<file path="src/hdl/tpm_pkg.sv">
// ----------------------------------------------------------------------------
// Page table manager package
// Shared widths, codes, payload structs and a helper function for the
// two-level page table manager.
// ----------------------------------------------------------------------------
`timescale 1ns / 1ps
`default_nettype none

package tpm_pkg;

   localparam int FRAME_W  = 20;
   localparam int VPAGE_W  = 20;
   localparam int KPL_W    = 21;
   localparam int UPC_W    = 21;
   localparam int FFC_W    = 13;
   localparam int FLAG_W   = 3;
   localparam int ENTRY_W  = 32;
   localparam int OP_W     = 3;

   localparam int VIRT_PAGE_BITS_DEF    = 20;
   localparam int ENTRIES_PER_TABLE_DEF = 1024;
   localparam int FREE_STACK_DEPTH_DEF  = 4096;

   localparam logic [KPL_W-1:0] KPL_RESET = 21'd262144;
   localparam logic [UPC_W-1:0] USER_MAX  = {UPC_W{1'b1}};

   // Page entry layout.
   localparam int ENT_PRESENT_BIT  = 0;
   localparam int ENT_WRITABLE_BIT = 1;
   localparam int ENT_USER_BIT     = 2;
   localparam int ENT_SOFT_LSB     = 9;
   localparam int ENT_FRAME_LSB    = 12;

   // Directory word layout: live count above these control bits.
   localparam int DIR_USER_BIT    = 20;
   localparam int DIR_PRESENT_BIT = 21;
   localparam int DIR_CTL_W       = 22;

   localparam int REQ_TDATA_W = 48;
   localparam int RSP_TDATA_W = 88;

   typedef enum logic [OP_W-1:0] {
      OP_TRANSLATE = 3'd0,
      OP_MAP       = 3'd1,
      OP_UNMAP     = 3'd2,
      OP_SET_FLAGS = 3'd3,
      OP_GET_FLAGS = 3'd4,
      OP_PUSH      = 3'd5,
      OP_POP       = 3'd6
   } op_type;

   typedef enum logic [1:0] {
      ST_OK       = 2'd0,
      ST_ZERO     = 2'd1,
      ST_NO_TABLE = 2'd2,
      ST_EMPTY    = 2'd3
   } status_type;

   typedef struct packed {
      logic [FLAG_W-1:0]  flag_bits;
      logic               allow_alloc;
      logic               user_mode;
      logic [FRAME_W-1:0] phys_page;
      logic [VPAGE_W-1:0] virt_page;
   } req_type;

   typedef struct packed {
      logic [FFC_W-1:0]   free_frame_count;
      logic [UPC_W-1:0]   user_page_count;
      logic [FRAME_W-1:0] released_table_frame;
      logic               table_released;
      status_type         status;
      logic [FLAG_W-1:0]  flags_out;
      logic               present;
      logic [FRAME_W-1:0] frame_out;
   } rsp_type;

   // Write strobes from the operation unit to the memories and sequencer.
   typedef struct packed {
      logic dir_we;
      logic ent_we;
      logic stk_we;
      logic new_table;
   } wr_ctl_type;

   function automatic int addr_w(input int depth);
      return (depth > 1) ? $clog2(depth) : 1;
   endfunction

endpackage

`default_nettype wire

</file>
<file path="src/hdl/tpm_op_unit.sv">
// ----------------------------------------------------------------------------
// Page table operation unit
// Decodes one item against the directory word, page entry and stack top
// that were read for it, and produces the write-back values and the result.
// ----------------------------------------------------------------------------
`timescale 1ns / 1ps
`default_nettype none

module tpm_op_unit #(
   parameter int VIRT_PAGE_BITS    = tpm_pkg::VIRT_PAGE_BITS_DEF,
   parameter int ENTRIES_PER_TABLE = tpm_pkg::ENTRIES_PER_TABLE_DEF,
   parameter int FREE_STACK_DEPTH  = tpm_pkg::FREE_STACK_DEPTH_DEF,
   parameter int DIR_W             = $clog2(ENTRIES_PER_TABLE + 1) + tpm_pkg::DIR_CTL_W,
   parameter int SD_W              = $clog2(FREE_STACK_DEPTH + 1)
) (
   input  tpm_pkg::op_type                   op,
   input  tpm_pkg::req_type                  req,
   input  logic [DIR_W-1:0]                  dir_rd,
   input  logic [tpm_pkg::ENTRY_W-1:0]       ent_rd,
   input  logic [tpm_pkg::FRAME_W-1:0]       stk_rd,
   input  logic [SD_W-1:0]                   depth,
   input  logic [tpm_pkg::UPC_W-1:0]         user_pages,
   input  logic [tpm_pkg::KPL_W-1:0]         kpl,
   output tpm_pkg::wr_ctl_type               ctl,
   output logic [DIR_W-1:0]                  dir_wd,
   output logic [tpm_pkg::ENTRY_W-1:0]       ent_wd,
   output logic [tpm_pkg::FRAME_W-1:0]       stk_wd,
   output logic [SD_W-1:0]                   depth_upd,
   output logic [tpm_pkg::UPC_W-1:0]         user_upd,
   output tpm_pkg::rsp_type                  rsp
);

   import tpm_pkg::*;

   localparam int TS   = $clog2(ENTRIES_PER_TABLE);
   localparam int LC_W = DIR_W - DIR_CTL_W;

   logic [VIRT_PAGE_BITS-1:0] vp;
   logic [KPL_W-1:0]          ti_ext;
   logic [KPL_W-1:0]          kpl_table;
   logic [KPL_W-1:0]          vp_ext;
   logic                      has_table;
   logic [FRAME_W-1:0]        dir_frame;
   logic [LC_W-1:0]           live;
   logic [LC_W-1:0]           live_up;
   logic [LC_W-1:0]           live_dn;
   logic                      stack_full;
   logic                      stack_empty;
   logic [ENTRY_W-1:0]        map_entry;
   logic [UPC_W-1:0]          user_map;
   logic [SD_W+FFC_W-1:0]     depth_wide;

   assign vp          = req.virt_page[VIRT_PAGE_BITS-1:0];
   assign ti_ext      = KPL_W'(vp >> TS);
   assign kpl_table   = kpl >> TS;
   assign vp_ext      = KPL_W'(vp);
   assign has_table   = dir_rd[DIR_PRESENT_BIT];
   assign dir_frame   = dir_rd[FRAME_W-1:0];
   assign live        = dir_rd[DIR_W-1:DIR_CTL_W];
   assign live_up     = live + 1'b1;
   assign live_dn     = (ent_rd != '0 && live != '0) ? live - 1'b1 : live;
   assign stack_full  = (depth == SD_W'(FREE_STACK_DEPTH));
   assign stack_empty = (depth == '0);
   // Frame, no software flags, user bit from the mode, writable and present.
   assign map_entry   = {req.phys_page, 9'd0, req.user_mode, 1'b1, 1'b1};
   assign user_map    = (req.user_mode && user_pages != USER_MAX) ?
                        user_pages + 1'b1 : user_pages;

   always_comb begin
      ctl        = '0;
      dir_wd     = dir_rd;
      ent_wd     = map_entry;
      stk_wd     = req.phys_page;
      depth_upd  = depth;
      user_upd   = user_pages;
      rsp        = '0;
      rsp.status = ST_OK;

      case (op)
         OP_TRANSLATE: begin
            if (!has_table) begin
               rsp.status = ST_NO_TABLE;
            end else if (ent_rd[ENT_PRESENT_BIT]) begin
               rsp.frame_out = ent_rd[ENTRY_W-1:ENT_FRAME_LSB];
               rsp.present   = 1'b1;
            end
         end
         OP_MAP: begin
            if (vp == '0 || req.phys_page == '0) begin
               rsp.status = ST_ZERO;
            end else if (!has_table) begin
               if (!req.allow_alloc) begin
                  rsp.status = ST_NO_TABLE;
               end else if (stack_empty) begin
                  rsp.status = ST_EMPTY;
               end else begin
                  // The new table holds just this entry once it is zeroed.
                  depth_upd     = depth - 1'b1;
                  dir_wd        = {LC_W'(1), 1'b1, (ti_ext >= kpl_table), stk_rd};
                  ctl.dir_we    = 1'b1;
                  ctl.new_table = 1'b1;
                  user_upd      = user_map;
               end
            end else begin
               dir_wd     = {((ent_rd == '0) ? live_up : live), dir_rd[DIR_CTL_W-1:0]};
               ctl.dir_we = 1'b1;
               ctl.ent_we = 1'b1;
               user_upd   = user_map;
            end
         end
         OP_UNMAP: begin
            if (!has_table) begin
               rsp.status = ST_NO_TABLE;
            end else begin
               rsp.frame_out = ent_rd[ENTRY_W-1:ENT_FRAME_LSB];
               ent_wd        = '0;
               ctl.ent_we    = 1'b1;
               ctl.dir_we    = 1'b1;
               if (live_dn == '0) begin
                  rsp.table_released       = 1'b1;
                  rsp.released_table_frame = dir_frame;
                  dir_wd                   = '0;
                  if (stack_full) begin
                     rsp.status = ST_EMPTY;
                  end else begin
                     ctl.stk_we = 1'b1;
                     stk_wd     = dir_frame;
                     depth_upd  = depth + 1'b1;
                  end
               end else begin
                  dir_wd = {live_dn, dir_rd[DIR_CTL_W-1:0]};
               end
               if (vp_ext >= kpl && user_pages != '0) begin
                  user_upd = user_pages - 1'b1;
               end
            end
         end
         OP_SET_FLAGS: begin
            if (!has_table) begin
               rsp.status = ST_NO_TABLE;
            end else begin
               ent_wd     = ent_rd | {{(ENTRY_W-ENT_SOFT_LSB-FLAG_W){1'b0}},
                                      req.flag_bits, {ENT_SOFT_LSB{1'b0}}};
               ctl.ent_we = 1'b1;
               dir_wd     = {((ent_rd == '0 && req.flag_bits != '0) ? live_up : live),
                             dir_rd[DIR_CTL_W-1:0]};
               ctl.dir_we = 1'b1;
            end
         end
         OP_GET_FLAGS: begin
            if (!has_table) begin
               rsp.status = ST_NO_TABLE;
            end else begin
               rsp.flags_out = ent_rd[ENT_SOFT_LSB+FLAG_W-1:ENT_SOFT_LSB];
            end
         end
         OP_PUSH: begin
            if (req.phys_page == '0) begin
               rsp.status = ST_ZERO;
            end else if (stack_full) begin
               rsp.status = ST_EMPTY;
            end else begin
               ctl.stk_we = 1'b1;
               depth_upd  = depth + 1'b1;
            end
         end
         OP_POP: begin
            if (stack_empty) begin
               rsp.status = ST_EMPTY;
            end else begin
               depth_upd     = depth - 1'b1;
               rsp.frame_out = stk_rd;
            end
         end
         default: begin
         end
      endcase

      rsp.user_page_count  = user_upd;
      rsp.free_frame_count = depth_wide[FFC_W-1:0];
   end

   assign depth_wide = {{FFC_W{1'b0}}, depth_upd};

endmodule

`default_nettype wire

</file>
<file path="config.mk">
export PLATFORM = sky130hd
export DESIGN_NAME = tpm_op_unit
export DESIGN_NICKNAME = d
export VERILOG_FILES = /design/src/hdl/tpm_pkg.sv /design/src/hdl/tpm_op_unit.sv
export SDC_FILE = /design/constraint.sdc
export NUM_CORES = 1
export LEC_CHECK = 0
export ABC_AREA = 1
export BUFFER_PORTS_ARGS = -buffer_cell sky130_fd_sc_hd__buf_4
export CAP_MARGIN = 20
export CORE_AREA = 2 2 153 155
export DETAILED_ROUTE_END_ITERATION = 7
export DIE_AREA = 0 0 155 157
export SYNTH_ARGS = -nofsm -noshare
export SYNTH_HDL_FRONTEND = slang
export SYNTH_SLANG_ARGS = --single-unit
</file>
<file path="constraint.sdc">
create_clock -name vclk -period 5.8
set_input_delay 0.87 -clock vclk [all_inputs]
set_output_delay 0.87 -clock vclk [all_outputs]
set_load 0.01 [all_outputs]
</file>
# ---- After elaboration in Yosys (flattened, before gate mapping)
# Cells that the tools add are included.
dict set report totals {
  ff_bits 0
  inputBits 188
  output_inout_bits 204
  wordCells 103
}
dict set report classes {
  add_sub_neg 6
  n_lt_le_gt_ge 2
  n_eq_ne 8
  mux 70
  n_bitwise 1
  n_reduce_logical 16
}
# operator count
set ops {}
lappend ops {{$mux W21} 11}
lappend ops {{$mux W33} 7}
lappend ops {{$mux W20} 6}
lappend ops {{$mux W13} 8}
lappend ops {{$pmux W33 S3} 1}
lappend ops {{$mux W32} 2}
lappend ops {{$pmux W32 S2} 1}
lappend ops {{$pmux W20 S3} 1}
lappend ops {{$pmux W13 S4} 1}
lappend ops {{$pmux W21 S2} 1}
lappend ops {{$logic_not A20 Y1} 2}
lappend ops {{$mux W11} 3}
lappend ops {{$logic_not A32 Y1} 1}
lappend ops {{$or A32 B12 Y32} 1}
lappend ops {{$reduce_bool A32 Y1} 1}
lappend ops {{$mux W23} 1}
lappend ops {{$add A21 B1 Y21 const B} 1}
lappend ops {{$ge A20 B21 Y1} 1}
lappend ops {{$ne A21 B21 Y1 const B} 1}
lappend ops {{$reduce_bool A21 Y1} 1}
lappend ops {{$sub A21 B1 Y21 const B} 1}
lappend ops {{$mux W2} 10}
lappend ops {{$add A13 B1 Y13 const B} 1}
lappend ops {{$eq A13 B13 Y1 const B} 1}
lappend ops {{other kinds (20)} 38}

# ---- Longest topological paths before layout
dict set report depth {
  ltp_word 8
  mapped_depth 20
  ltp_nobuf 18
}

# ---- Worst setup path after synthesis
# No wires, ideal clock.
dict set report synth_timing {
  path_kind {input -> output}
  from {input port dir_rd[22]}
  to {output port rsp[71] (netlist name)}
  t_arrival_ps 2977
  required_ps 4930
  path_slack_ps 1953
  stages 18
  path_buffers 2
  path_cell_list {buf_2 -> inv_1 -> ha_1 -> inv_1 -> nor3_4 -> nand3_1 -> xor2_1 -> nand2_1 -> nand2_1 -> nor2_1 -> nand2_1 -> nor2_4 -> nand3_4 -> nand2_4 -> nand2_1 -> nand2_1 -> nand3_1 -> buf_4}
}
dict set report synth_via {
  elab_chain_len 7
  word_cells_on_any_way 8
  cone_classes {add/sub: 1; mux: 4; reduce/logical: 3}
}
# item line_no
set synth_lines {}
lappend synth_lines {{from (decl)} tpm_op_unit.sv:18} ;# input logic [DIR_W-1:0] dir_rd,
lappend synth_lines {{parallel branches: the longest is 2 deep, another holds $sub A11 B1 Y11} n/a}
lappend synth_lines {{$mux W11 (*)} tpm_op_unit.sv:61} ;# assign live_dn = (ent_rd != '0 && live != '0) ? live - 1'b1 : live;
lappend synth_lines {{$logic_not A11 Y1 (*)} tpm_op_unit.sv:119} ;# if (live_dn == '0) begin
lappend synth_lines {{$mux W13 (*)} tpm_op_unit.sv:119}
lappend synth_lines {{$mux W13 (*)} tpm_op_unit.sv:112} ;# if (!has_table) begin
lappend synth_lines {{$pmux W13 S4 (*)} tpm_op_unit.sv:79} ;# case (op)
lappend synth_lines {{to (decl)} tpm_op_unit.sv:30} ;# output tpm_pkg::rsp_type rsp
# Mark *: on every way between the ends.

# ---- Worst setup path after layout
dict set report layout_timing {
  from {input port ent_rd[0] (netlist name)}
  to {output port stk_wd[19] (netlist name)}
}
dict set report layout_via {
  elab_chain_len 7
}
# item line_no
set layout_lines {}
lappend layout_lines {{from (decl)} tpm_op_unit.sv:19} ;# input logic [tpm_pkg::ENTRY_W-1:0] ent_rd,
lappend layout_lines {{$reduce_bool A32 Y1} tpm_op_unit.sv:61}
lappend layout_lines {{$logic_and A1 B1 Y1} tpm_op_unit.sv:61}
lappend layout_lines {{$mux W11} tpm_op_unit.sv:61}
lappend layout_lines {{$logic_not A11 Y1} tpm_op_unit.sv:119}
lappend layout_lines {{$mux W20} tpm_op_unit.sv:119}
lappend layout_lines {{$mux W20} tpm_op_unit.sv:112}
lappend layout_lines {{$mux W20} tpm_op_unit.sv:79}
lappend layout_lines {{to (decl)} tpm_op_unit.sv:27} ;# output logic [tpm_pkg::FRAME_W-1:0] stk_wd,
# No other way between the ends.

==> flow_summary_export.csv <==
group,metric,value,unit
final_layout,n_sequential_cell,0,
floorplan,die_w,155,um
pwr,p_total,0.7679,mW
worst_hold_path,holdCritPathClass,"primary input to output pin",
final_layout,fin_area,10060,sq um
detailed_routing,viasPerCell,5.444,
sta,min_period,5.085,ns
logic_synthesis,synth-seq-area-share,0,%
detailed_routing,dr.pass1.iters,5,
final_layout,nClkBuffers,0,
floorplan,rows,55,
floorplan,fp.dieArea,24340,sq um
placement,dp.cells,2015,
sta,fin_crit_sh,87.67,%
worst_setup_path,cp.arrival,4.21,ns
pwr,max-vdd-ir-drop,0.04475,mV
grt,grt_pass1_wl,60.15,mm
grt,antenna_found_initial,3,
pwr,p_leak,5.239,nW
placement,dpl_cell_area,10050,sq um
logic_synthesis,avgSynthCellArea,5.080,sq um
grt,grt_pass1_vias,10010,
sta,hold_viol,0,
final_layout,regArea,0,sq um
placement,port_buffers,392,
sta,worst_slew_pin_slew,0.9644,ns
sta,max_freq,196.7,MHz
logic_synthesis,syn-cell-area,7223,sq um
final_layout,finalNetCount,1948,
flow_run,cap_violations,0,
worst_setup_path,cp.required,4.93,ns
detailed_routing,vias,10990,
pwr,powerDensity,76.35,nW/um^2
grt,overflow,0,
final_layout,multi_input_area,5851,sq um
final_layout,final_util,44.69,%
logic_synthesis,synth.distinct_cells,51,
worst_setup_path,start_kind,"primary input",
detailed_routing,final_antenna_net_count,0,
final_layout,final_cells,2018,
worst_setup_path,critPathKind,"primary input to output pin",
final_layout,layout_commonest_cell,"buf_4",
detailed_routing,wl_per_cell,20.36,um
grt,grt_start_max_net_pins,50,
cts,hold_buffers,0,
final_layout,fillCellCount,2537,
floorplan,core_area,22500,sq um
sta,tns,0,ns
final_layout,layout_common_cells,"406 x buf_4, 345 x nand2_1, 192 x inv_1",
detailed_routing,remaining_drc_errors,0,
floorplan,start_util,32.10,%
floorplan,io_pins,392,
logic_synthesis,synth_cells,1422,
sta,slew_violations,0,
sta,slew_headroom,35.47,%
detailed_routing,drt_iter0_drc,1078,
logic_synthesis,yosysWarnings,0,
cts,cts_setup_buffers,0,
sta,finalSetupViolCount,0,
placement,gp_congestion,1.010,
floorplan,die_h,157,um
final_layout,drive_gt1_share,28.84,%
grt,grt_usage,31.40,%
sta,rsz0062_at_grt,"false",
cts,ctsResizeCount,0,
placement,place_hpwl,33.68,mm
worst_setup_path,cp-end-kind,"output pin",
status,outcome,"complete, no violations",
worst_setup_path,crit_fanout,40,
final_layout,syn2layout_area_growth,39.23,%
detailed_routing,drt_wl_total,41.09,mm
logic_synthesis,synth_nets,1638,
-- metrics by stage --
step	hold WS, ns	setup slack, ns
after detailed placement	2.031	0.7487
after CTS	2.031	0.7458
after floorplan	1.827	1.953
after global placement	2.029	0.8696
final	2.030	0.7152
after global routing	2.042	0.4455
-- power by group --
part           switching [mW]  internal (mW)    total (mW)
combinational           0.450          0.318         0.768
sequential                  0              0             0
clock                       0   0.0000000693  0.0000000693
total                   0.450          0.318         0.768
-- cell families (layout without fill, tap and decap cells) --
kind of cell / after synthesis / in the layout / share of synthesized area [%]
other: 0 / 3 / 0
XOR/XNOR: 33 / 33 / 4.001
AND/OR/NAND/NOR: 780 / 780 / 48.76
AO/OA/AOI/OAI: 273 / 273 / 23.12
adder cells (fa/ha/maj): 28 / 28 / 4.850
buffers and inverters: 308 / 616 / 19.26
-- cells in the mapped netlist (6+ instances only) --
cell,instances,area (sq um)
o22ai_1,19,118.9
clkbuf_1,33,123.9
nor4_1,15,93.84
inv_1,192,720.7
ha_1,28,350.3
nor2_1,181,679.4
nand2_1,345,1295
inv_2,14,52.55
o21ai_2,21,183.9
nand4_1,33,206.5
nor3_1,29,145.1
nor3_2,6,60.06
xor2_1,32,280.3
buf_4,36,270.3
o21ai_1,7,35.03
o211ai_1,44,330.3
buf_2,15,75.07
o2111ai_1,6,52.55
nand3_1,119,595.6
o21ai_0,108,540.5
buf_6,10,112.6
nand2_2,30,187.7
a21oi_1,43,215.2
-- per-layer routing --
layer	vias up	GRT usage, %	wire length, um
met5	-	0	13
met4	2	9.259	1579
met3	88	3.084	3136
met2	601	55.96	20070
met1	5022	40.04	16290
li1	5274	-	-
-- worst max-delay path: stages --
cell	delay (ns)
buf_4	0.12
nor2_1	0.32
nand2_1	0.12
nor2_1	0.10
and2_1	0.12
nand2_1	0.27
nand2_1	0.22
xor2_1	0.19
nand2_1	0.09
nor2_2	0.27
nand3_4	0.39
inv_6	0.26
nand2_4	0.37
o21ai_2	0.31
buf_4	0.16
-- path summary, 6_finish.rpt --
check,cells after the start,endpoint,slack [ns],startpoint
min,4,stk_wd[3],2.03,req[23]
max,15,stk_wd[19],0.72,ent_rd[0]
-- final cells by class --
class,count,area share (%)
inverter,210,7.900
tap,285,3.546
timing repair buffer,406,30.31
multi-input combinational,1114,58.17
antenna,3,0.07465
Power figures use the tool's default switching activity.
